===== src/rtl/cspm_pkg.sv =====
// Shared types and constants for the call-signaling message parser.
package cspm_pkg;

    localparam int BYTE_W = 8;
    localparam int REQ_W  = 2;

    // Default upper bound on an accepted error code.
    localparam logic [BYTE_W-1:0] MAX_ERROR_CODE = 8'd7;

    // Output tdata width: 21 field bits padded to whole bytes.
    localparam int RESULT_BITS = 1 + REQ_W + 1 + BYTE_W + 1 + BYTE_W;
    localparam int OUT_DATA_W  = ((RESULT_BITS + 7) / 8) * 8;

    // One payload byte handed from the input register to the parser.
    typedef struct packed {
        logic              valid;
        logic [BYTE_W-1:0] byte_value;
        logic              last_byte;
    } t_step;

    // One verdict produced on the final byte.
    typedef struct packed {
        logic [BYTE_W-1:0] capability_bits;
        logic              caps_present;
        logic [BYTE_W-1:0] error_code;
        logic              error_present;
        logic [REQ_W-1:0]  request_code;
        logic              parse_ok;
    } t_result;

endpackage


===== src/rtl/call_signal_message_parser.sv =====
// The verdict on the final byte is offered from the result register.
// Throughput: one byte per cycle; the input stalls only while a final byte waits behind
// an untaken verdict in the result register.
// Reset: synchronous active-low i_rst_n clears the input and result valid flags and all
// parse state; the block is ready for a new message in the cycle after reset drops.
module call_signal_message_parser #(
    parameter logic [7:0] MAX_ERROR_CODE = cspm_pkg::MAX_ERROR_CODE
) (
    input  logic                              i_clk,
    input  logic                              i_rst_n,
    input  logic                              i_s_tvalid,
    output logic                              o_s_tready,
    // tdata: byte_value [7:0]
    input  logic [cspm_pkg::BYTE_W-1:0]       i_s_tdata,
    // tlast: last_byte
    input  logic                              i_s_tlast,
    output logic                              o_m_tvalid,
    input  logic                              i_m_tready,
    // tdata: parse_ok [0], request_code [2:1], error_present [3], error_code [11:4],
    // caps_present [12], capability_bits [20:13], zero padding [23:21]
    output logic [cspm_pkg::OUT_DATA_W-1:0]   o_m_tdata
);
    import cspm_pkg::*;

    logic              r_in_valid;
    logic [BYTE_W-1:0] r_in_byte;
    logic              r_in_last;
    logic              r_out_valid;
    t_result           r_out;

    logic    advance;
    t_step   step;
    logic    res_valid;
    t_result res;

    // The held byte moves on unless it is a final byte blocked by a full result register.
    assign advance    = !r_in_last || !r_out_valid || i_m_tready;
    assign o_s_tready = !r_in_valid || advance;

    assign step.valid      = r_in_valid && advance;
    assign step.byte_value = r_in_byte;
    assign step.last_byte  = r_in_last;

    // Input register.
    always_ff @(posedge i_clk) begin
        if (!i_rst_n) begin
            r_in_valid <= 1'b0;
        end else if (o_s_tready) begin
            r_in_valid <= i_s_tvalid;
        end
        if (o_s_tready && i_s_tvalid) begin
            r_in_byte <= i_s_tdata;
            r_in_last <= i_s_tlast;
        end
    end

    cspm_parse #(
        .MAX_ERROR_CODE(MAX_ERROR_CODE)
    ) u_parse (
        .i_clk          (i_clk),
        .i_rst_n        (i_rst_n),
        .i_step         (step),
        .o_result_valid (res_valid),
        .o_result       (res)
    );

    // Result register.
    always_ff @(posedge i_clk) begin
        if (!i_rst_n) begin
            r_out_valid <= 1'b0;
        end else if (res_valid) begin
            r_out_valid <= 1'b1;
        end else if (i_m_tready) begin
            r_out_valid <= 1'b0;
        end
        if (res_valid) begin
            r_out <= res;
        end
    end

    assign o_m_tvalid = r_out_valid;
    assign o_m_tdata  = {{(OUT_DATA_W - RESULT_BITS){1'b0}}, r_out};

endmodule


===== src/rtl/cspm_parse.sv =====
// Header decoder: per-message parse state and verdict logic.
module cspm_parse #(
    parameter logic [7:0] MAX_ERROR_CODE = cspm_pkg::MAX_ERROR_CODE
) (
    input  logic             i_clk,
    input  logic             i_rst_n,
    input  cspm_pkg::t_step  i_step,
    output logic             o_result_valid,
    output cspm_pkg::t_result o_result
);
    import cspm_pkg::*;

    typedef enum logic [1:0] {
        PH_ID,
        PH_SIZE,
        PH_VALUE
    } t_phase;

    localparam logic [1:0] HDR_REQUEST = 2'd1;
    localparam logic [1:0] HDR_ERROR   = 2'd2;
    localparam logic [BYTE_W-1:0] HDR_CAPS    = 8'd3;
    localparam logic [BYTE_W-1:0] REQUEST_MAX = 8'd2;
    localparam logic [BYTE_W-1:0] SIZE_ONE    = 8'd1;

    t_phase            r_phase, n_phase;
    logic [1:0]        r_cur_id, n_cur_id;
    logic              r_failed, n_failed;
    logic              r_ended, n_ended;
    logic              r_req_seen, n_req_seen;
    logic [REQ_W-1:0]  r_req_held, n_req_held;
    logic              r_err_seen, n_err_seen;
    logic [BYTE_W-1:0] r_err_held, n_err_held;
    logic              r_caps_seen, n_caps_seen;
    logic [BYTE_W-1:0] r_caps_held, n_caps_held;

    logic [BYTE_W-1:0] b;
    logic              ok;

    assign b = i_step.byte_value;

    // Advance the header state for one byte and form the verdict.
    always_comb begin
        n_phase     = r_phase;
        n_cur_id    = r_cur_id;
        n_failed    = r_failed;
        n_ended     = r_ended;
        n_req_seen  = r_req_seen;
        n_req_held  = r_req_held;
        n_err_seen  = r_err_seen;
        n_err_held  = r_err_held;
        n_caps_seen = r_caps_seen;
        n_caps_held = r_caps_held;

        if (!r_failed && !r_ended) begin
            case (r_phase)
                PH_ID: begin
                    if (b == '0) begin
                        n_ended = 1'b1;
                    end else if (b > HDR_CAPS) begin
                        n_failed = 1'b1;
                    end else begin
                        n_cur_id = b[1:0];
                        n_phase  = PH_SIZE;
                    end
                end
                PH_SIZE: begin
                    if (b != SIZE_ONE || i_step.last_byte) begin
                        n_failed = 1'b1;
                    end else begin
                        n_phase = PH_VALUE;
                    end
                end
                default: begin
                    if (i_step.last_byte) begin
                        n_failed = 1'b1;
                    end else begin
                        n_phase = PH_ID;
                        if (r_cur_id == HDR_REQUEST) begin
                            if (b > REQUEST_MAX) begin
                                n_failed = 1'b1;
                            end else begin
                                n_req_seen = 1'b1;
                                n_req_held = b[REQ_W-1:0];
                            end
                        end else if (r_cur_id == HDR_ERROR) begin
                            if (b > MAX_ERROR_CODE) begin
                                n_failed = 1'b1;
                            end else begin
                                n_err_seen = 1'b1;
                                n_err_held = b;
                            end
                        end else begin
                            n_caps_seen = 1'b1;
                            n_caps_held = b;
                        end
                    end
                end
            endcase
        end

        // Verdict from the updated state; all fields read zero on a failure.
        ok = !n_failed && n_ended && (b == '0) && n_req_seen;
        o_result                 = '0;
        o_result.parse_ok        = ok;
        if (ok) begin
            o_result.request_code    = n_req_held;
            o_result.error_present   = n_err_seen;
            o_result.error_code      = n_err_held;
            o_result.caps_present    = n_caps_seen;
            o_result.capability_bits = n_caps_held;
        end
    end

    assign o_result_valid = i_step.valid && i_step.last_byte;

    // State registers; the final byte returns everything to reset values.
    always_ff @(posedge i_clk) begin
        if (!i_rst_n || (i_step.valid && i_step.last_byte)) begin
            r_phase     <= PH_ID;
            r_cur_id    <= '0;
            r_failed    <= 1'b0;
            r_ended     <= 1'b0;
            r_req_seen  <= 1'b0;
            r_req_held  <= '0;
            r_err_seen  <= 1'b0;
            r_err_held  <= '0;
            r_caps_seen <= 1'b0;
            r_caps_held <= '0;
        end else if (i_step.valid) begin
            r_phase     <= n_phase;
            r_cur_id    <= n_cur_id;
            r_failed    <= n_failed;
            r_ended     <= n_ended;
            r_req_seen  <= n_req_seen;
            r_req_held  <= n_req_held;
            r_err_seen  <= n_err_seen;
            r_err_held  <= n_err_held;
            r_caps_seen <= n_caps_seen;
            r_caps_held <= n_caps_held;
        end
    end

endmodule

===== config.mk =====
export PLATFORM = sky130hd
export DESIGN_NAME = call_signal_message_parser
export DESIGN_NICKNAME = d
export VERILOG_FILES = /design/src/rtl/cspm_pkg.sv /design/src/rtl/call_signal_message_parser.sv /design/src/rtl/cspm_parse.sv
export SDC_FILE = /design/constraint.sdc
export NUM_CORES = 1
export LEC_CHECK = 0
export ABC_CLOCK_PERIOD_IN_PS = 2130
export BUFFER_PORTS_ARGS = -buffer_cell sky130_fd_sc_hd__buf_2
export CAP_MARGIN = 25
export CORE_MARGIN = 1.5
export CORE_UTILIZATION = 30
export CTS_BUF_LIST = sky130_fd_sc_hd__clkbuf_16
export DETAILED_ROUTE_END_ITERATION = 7
export PLACE_DENSITY = 0.44
export SLEW_MARGIN = 0
export SYNTH_ARGS = -nofsm -noshare
export SYNTH_HDL_FRONTEND = slang
export SYNTH_SLANG_ARGS = --single-unit
export TNS_END_PERCENT = 10

===== constraint.sdc =====
create_clock -name i_clk -period 2.13 [get_ports i_clk]
set_clock_uncertainty 0.05 [all_clocks]
set_input_delay 0.1065 -clock i_clk [delete_from_list [all_inputs] [get_ports i_clk]]
set_output_delay 0.1065 -clock i_clk [all_outputs]
set_load 0.005 [all_outputs]

# ---- Word level (Yosys, flattened, before mapping)
# Index checks and enable logic that the tools add are counted.
dict set report word_totals {
  wordCells 110
  out_inout_bits 26
  register_bits 59
  inputBits 13
}
dict set report op_classes {
  eq_ne 8
  bitwise_logic 2
  muxes 52
  magnitude_cmp 3
  n_reduce_logical 25
}
# operator n
set ops {}
lappend ops {{$mux W8} 11}
lappend ops {{$mux W1} 30}
lappend ops {{$mux W2} 9}
lappend ops {{$gt A8 B2 Y1 const B} 2}
lappend ops {{$gt A8 B3 Y1 const B} 1}
lappend ops {{$logic_not A8 Y1} 1}
lappend ops {{$ne A8 B1 Y1 const B} 1}
lappend ops {{$logic_and A1 B1 Y1} 7}
lappend ops {{$logic_not A1 Y1} 7}
lappend ops {{$ne A2 B2 Y1 const B} 3}
lappend ops {{$reduce_and A6 Y1} 1}
lappend ops {{$logic_or A1 B1 Y1} 5}
lappend ops {{$reduce_and A5 Y1} 1}
lappend ops {{$eq A2 B1 Y1 const B} 2}
lappend ops {{$pmux W2 S2} 1}
lappend ops {{$ne A3 B1 Y1 const B} 1}
lappend ops {{$eq A2 B2 Y1 const B} 1}
lappend ops {{$logic_not A2 Y1} 1}
lappend ops {{$not A1 Y1} 2}
lappend ops {{$pmux W1 S2} 1}
lappend ops {{$reduce_bool A2 Y1} 1}
lappend ops {{$reduce_or A2 Y1} 1}

# ---- Depth between registers and ports, before layout
dict set report logic_depth {
  depth_word 11
  mapped_depth 6
}

# ---- Hierarchy
# From an unflattened synthesis, not the netlist that was laid out.
dict set report unflattened {
  hier_cells 226
  area_unflattened_um2 2476.1
}
# module cells_per_inst n_inst area_per_inst_um2 seq_area_each_um2
set by_module_without_submodules {}
lappend by_module_without_submodules {cspm_parse 183 1 1445.1 540.5}
lappend by_module_without_submodules {call_signal_message_parser 43 1 1031.0 940.9}

# ---- Worst setup path after synthesis
# No wires, ideal clock.
dict set report synth_timing {
  path_type {reg-to-reg}
  from {reg r_in_last}
  to {reg r_out, in the netlist o_m_tdata[0], enable pin}
  path_stages_with_launch 3
  synth_period_minus_slack_ns 1.939
  arrival_ns 1.491
  setup_slack_ns 0.191
  path_buffers 0
  cell_sequence {edfxtp_1 -> nand2_1 -> nor2_1}
}
dict set report synth_via {
  elab_chain_cells 5
}
# element line
set synth_lines {}
lappend synth_lines {{from (decl)} call_signal_message_parser.sv:27} ;# logic r_in_last;
lappend synth_lines {{from (signal assigned)} call_signal_message_parser.sv:53} ;# r_in_last <= i_s_tlast;
lappend synth_lines {{$logic_not A1 Y1} call_signal_message_parser.sv:37} ;# assign advance = !r_in_last || !r_out_valid || i_m_tready;
lappend synth_lines {{$logic_or A1 B1 Y1 (2 in a row)} call_signal_message_parser.sv:37}
lappend synth_lines {{$logic_and A1 B1 Y1} call_signal_message_parser.sv:40} ;# assign step.valid = r_in_valid && advance;
lappend synth_lines {{$logic_and A1 B1 Y1 *} cspm_parse.sv:114} ;# assign o_result_valid = i_step.valid && i_step.last_byte;
lappend synth_lines {{net res_valid} call_signal_message_parser.sv:33} ;# logic res_valid;
lappend synth_lines {{to (signal assigned)} call_signal_message_parser.sv:77} ;# r_out <= res;
lappend synth_lines {{to (decl)} call_signal_message_parser.sv:29} ;# t_result r_out;
# The timed path passes the listed nets; every way through them passes the cells marked *.
# A chain may end at the register's enable or synchronous reset.

# ---- Final worst setup path
dict set report layout_timing {
  from {reg r_in_byte[6]}
  to {reg r_out, in the netlist o_m_tdata[19] (data pin)}
}
dict set report layout_via {
  elab_chain_cells 11
  word_cells_on_any_way 33
  classes_between {order compare (3); eq/ne (1); mux (23); reduce/logical (6)}
}
# element line
set layout_lines {}
lappend layout_lines {{from (decl)} call_signal_message_parser.sv:26} ;# logic [BYTE_W-1:0] r_in_byte;
lappend layout_lines {{from (signal assigned)} call_signal_message_parser.sv:52} ;# r_in_byte <= i_s_tdata;
lappend layout_lines {{$gt A8 B3 Y1} cspm_parse.sv:86} ;# if (b > MAX_ERROR_CODE) begin
lappend layout_lines {{$mux W1} cspm_parse.sv:86}
lappend layout_lines {{$mux W1} cspm_parse.sv:85} ;# end else if (r_cur_id == HDR_ERROR) begin
lappend layout_lines {{$mux W1} cspm_parse.sv:78} ;# if (r_cur_id == HDR_REQUEST) begin
lappend layout_lines {{$mux W1} cspm_parse.sv:74} ;# if (i_step.last_byte) begin
lappend layout_lines {{$pmux W1 S2} cspm_parse.sv:55} ;# case (r_phase)
lappend layout_lines {{$mux W1} cspm_parse.sv:54} ;# if (!r_failed && !r_ended) begin
lappend layout_lines {{$logic_not A1 Y1} cspm_parse.sv:102} ;# ok = !n_failed && n_ended && (b == '0) && n_req_seen;
lappend layout_lines {{$logic_and A1 B1 Y1 (3 in a row)} cspm_parse.sv:102}
# Several ways; a longest one is shown, not always the timed one.

==> summary.md <==
| Metric | Value |
|---|---|
| Antenna violations before repair | `0` |
| P&R area growth vs syn | `31.5%` |
| Vias per cell | `between 4 and 5` |
| Initial Utilization | `31.5%` |
| Crit path kind | `reg2reg` |
| Setup slack at placement | `between 0.15 and 0.2 ns` |
| Die Ht | `approximately 94 um` |
| ANT cells | `0` |
| Pwr Density | `between 800 and 900 mW/mm2` |
| Setup tns final | `0 ns` |
| Count leader, synth | `edfxtp_1` |
| Total gr overflow | `0` |
| Final Hold Vio Count | `0` |
| Worst-skew pair later-pin latency | `around 0.33 ns` |
| Core box area | `0.00785 mm2` |
| Vias in the first global route | `~1900` |
| Max_cap viols | `0` |
| Routability cong. | `approximately 0.74` |
| Peak VDD IR | `384 uV` |
| Hold WC Path Type | `in2reg` |
| Die footprint | `between 0.008 and 0.009 mm2` |
| DRC viols | `0` |
| Hold Path End | `r_in_valid` |
| Largest net degree at the start of global routing | `22` |
| Seq cells post-synth | `59` |
| Static Leak | `around 1.2 nW` |
| Width of the die | `between 90 and 100 um` |
| Post-Syn Instances | `~220` |
| Internal Dissipation | `~2.2 mW` |
| Switching power | `around 610 uW` |
| Critical Path Fanout Max | `8` |
| Routed Antenna Nets | `0` |
| Clk sinks | `59` |
| Pins Over Slew Limit | `0` |
| FMAX | `about 520 MHz` |
| Sequential-to-total area share from yosys stat | `roughly three fifths` |
| Number of synthesized flops with an enable pin | `30` |
| Crit end category | `flop` |
| Wire per inst | `approximately 14 um` |
| DP HPWL | `about 3.8 mm` |
| Data arrival time of the worst path | `a little over 2 ns` |
| Root Buffer | `clkbuf_16` |
| FILL cells | `799` |
| Logic pwr share | `4.3%` |
| Main synth FF type | `edfxtp_1` |
| Layout cells sized above 1 | `between 20 and 30%` |
| Post-synth top cells | `edfxtp_1 (30), dfxtp_1 (29), nand2_1 (25), a21oi_1 (18), nor2_1 (18)` |
| CTS clock-pin slew for the worst setup and hold paths | `approximately 0.05 ns` |
| Async SR Flop Fraction | `0%` |
| Syn_area_per_cell | `between 10 and 15 um2` |
| Port buffer count | `35` |
| Worst min-delay path startpoint | `i_m_tready` |
| CTS tree | `done` |
| First-pass GRT wire length | `9.13 mm` |
| Hold path depth | `5` |
| R2r endpoint | `o_m_tdata[19]` |
| Area contributors post-synth | `edfxtp_1 (36%), dfxtp_1 (24%), mux2i_1 (5.7%)` |
| RSZ-0062 raised after global routing | `false` |
| Final worst hold slack | `~0.21 ns` |
| Netlist cell types | `44` |
| H-tree levels | `3` |
| # rows | `32` |
| Yosys top cell area share | `between 30% and 40%` |
| Post-synth top area cell | `edfxtp_1` |
| Synth Cell Area | `between 0.002 and 0.0025 mm2` |
| Reg2reg setup slack | `roughly 0.19 ns` |
| Drt pass-1 iters | `4` |
| Sw frac | `between 20% and 30%` |
| Fin nets | `approximately 300` |
| Clk network pwr share | `about half` |
| Sequential share of power | `44.6%` |
| Initial DRC Count | `41` |
| Critical Path Start Type | `flop` |
| I/O Pins | `39` |
| R2R depth | `5` |
| Yosys warns | `0` |
| GRT Util Overall | `13.8%` |
| Vias | `1829` |
| Crit Reg-Reg Startpoint | `r_in_byte[6]` |
| Outcome | `completed` |
| Minimum clock period | `between 1.5 and 2 ns` |
| Final setup viols | `0` |
| Req. time, crit path | `~2.3 ns` |
| Post-Route WL | `between 5 and 6 mm` |
| TritonCTS Buffers | `9` |
| Final WS setup | `0.188 ns` |
| Clk buf depth | `2` |
| Final cycle utilization of the critical path | `approximately nine tenths` |
[worst max-delay path: stages (launching register included)]
cell and delay, ns:
edfxtp_1 0.47, nor3_4 0.32, o2111ai_1 0.21, or2_1 0.39
buf_4 0.22, a21oi_1 0.12
[power by group through the flow]
stage / clock, mW / sequential, mW / combinational, mW
3_3_place_gp: 0 / 1.26 / 0.105
5_1_grt: 1.50 / 1.24 / 0.133
6_report: 1.42 / 1.24 / 0.118
2_1_floorplan: 0 / 1.26 / 0.0512
3_5_place_dp: 0 / 1.26 / 0.104
4_1_cts: 1.46 / 1.24 / 0.119
[logic make-up (layout without fill, tap and decap cells)]
family,Yosys count,after routing,synth area share [%]
muxes,14,14,5.68
xor gates and xnor gates,1,1,0.355
and+or+nand+nor,90,90,19.5
AOI/OAI and AO/OA,39,39,10.5
buffers and inverters,19,85,3.85
DFF,59,59,60.0
other,1,3,0.152
[final cells by class]
| type | instances | area (um2) | area share, % |
|---|---|---|---|
| clock buffer | 9 | 225 | 6.94 |
| clock inverter | 7 | 67.6 | 2.08 |
| inverter | 6 | 22.5 | 0.694 |
| multi-input combinational | 147 | 908 | 28.0 |
| sequential | 59 | 1480 | 45.6 |
| tap | 102 | 128 | 3.93 |
| timing repair buffer | 63 | 413 | 12.7 |
[cells in the final DEF (no fill, tap or decap), types with 2 or more instances in the layout]
| master | Yosys | final |
|---|---|---|
| nor3_4 | 1 | 2 |
| nor2_2 | 1 | 2 |
| mux2i_1 | 14 | 14 |
| buf_4 | 3 | 17 |
| o221a_2 | 2 | 2 |
| clkinvlp_4 | 0 | 2 |
| and2_1 | 8 | 8 |
| nand2_1 | 25 | 25 |
| buf_2 | 2 | 35 |
| dfxtp_1 | 29 | 29 |
| clkbuf_16 | 0 | 9 |
| o21a_1 | 5 | 5 |
| nor2b_1 | 5 | 5 |
| nand4_1 | 3 | 3 |
| conb_1 | 1 | 3 |
| nor3_1 | 4 | 4 |
| a21bo_2 | 2 | 2 |
| nor4_1 | 3 | 3 |
| nand3_1 | 12 | 12 |
| clkinv_2 | 0 | 2 |
| dlygate4sd3_1 | 0 | 11 |
| edfxtp_1 | 30 | 30 |
| a211oi_1 | 2 | 2 |
| a21oi_1 | 18 | 18 |
| a2bb2oi_1 | 2 | 2 |
| nor2_1 | 18 | 17 |
| o21ai_0 | 2 | 2 |
| inv_1 | 6 | 6 |
[worst max path at each step]
stage	endpoint	slack, ns	from
after global placement	o_m_tdata[17]	0.24	r_in_byte[6]
final	o_m_tdata[19]	0.19	r_in_byte[6]
after CTS	o_m_tdata[3]	0.15	r_in_byte[3]
after floorplan	o_m_tdata[0]	0.19	r_in_last
after global routing	o_m_tdata[3]	0.01	r_in_byte[6]
after detailed placement	o_m_tdata[3]	0.17	r_in_byte[3]
[routing by layer]
| layer | global-route usage (%) | up-vias | wire (um) |
|---|---|---|---|
| li1 | - | 924 | - |
| met1 | 17.6 | 855 | 2640 |
| met2 | 22.0 | 40 | 2530 |
| met3 | 3.88 | 10 | 227 |
| met4 | 5.60 | 0 | 83 |
| met5 | 0 | - | 0 |
[what timing repair did]
| action | in CTS | in global routing |
|---|---|---|
| hold buffers | 11 | 0 |
| hold endpoints to repair | 11 | 0 |
| endpoints found under the setup margin | 0 | 1 |
| gates resized for setup | 0 | 1 |
| buffers inserted | 0 | 1 |
[flip-flops by register name, summed over array words and instances (netlist names)]
name,count
u_parse.r_phase,2
u_parse.r_err_seen,1
u_parse.r_failed,1
u_parse.r_req_seen,1
o_m_tvalid,1
u_parse.r_caps_held,8
u_parse.r_err_held,8
r_in_last,1
u_parse.r_ended,1
u_parse.r_req_held,2
u_parse.r_cur_id,2
u_parse.r_caps_seen,1
r_in_byte,8
o_m_tdata,21
r_in_valid,1
[through the flow]
step / power (mW) / std cells / utilization [%] / instance area, um2
after global routing: 2.88 / 393 / 41.4 / 3250
after CTS: 2.82 / 392 / 41.2 / 3230
after floorplan: 1.31 / 225 / - / 2480
after global placement: 1.37 / 365 / 36.0 / 2830
after detailed placement: 1.37 / 365 / 36.0 / 2830
final: 2.78 / 393 / 41.4 / 3250
No activity file was read; power rests on OpenSTA's default activity.
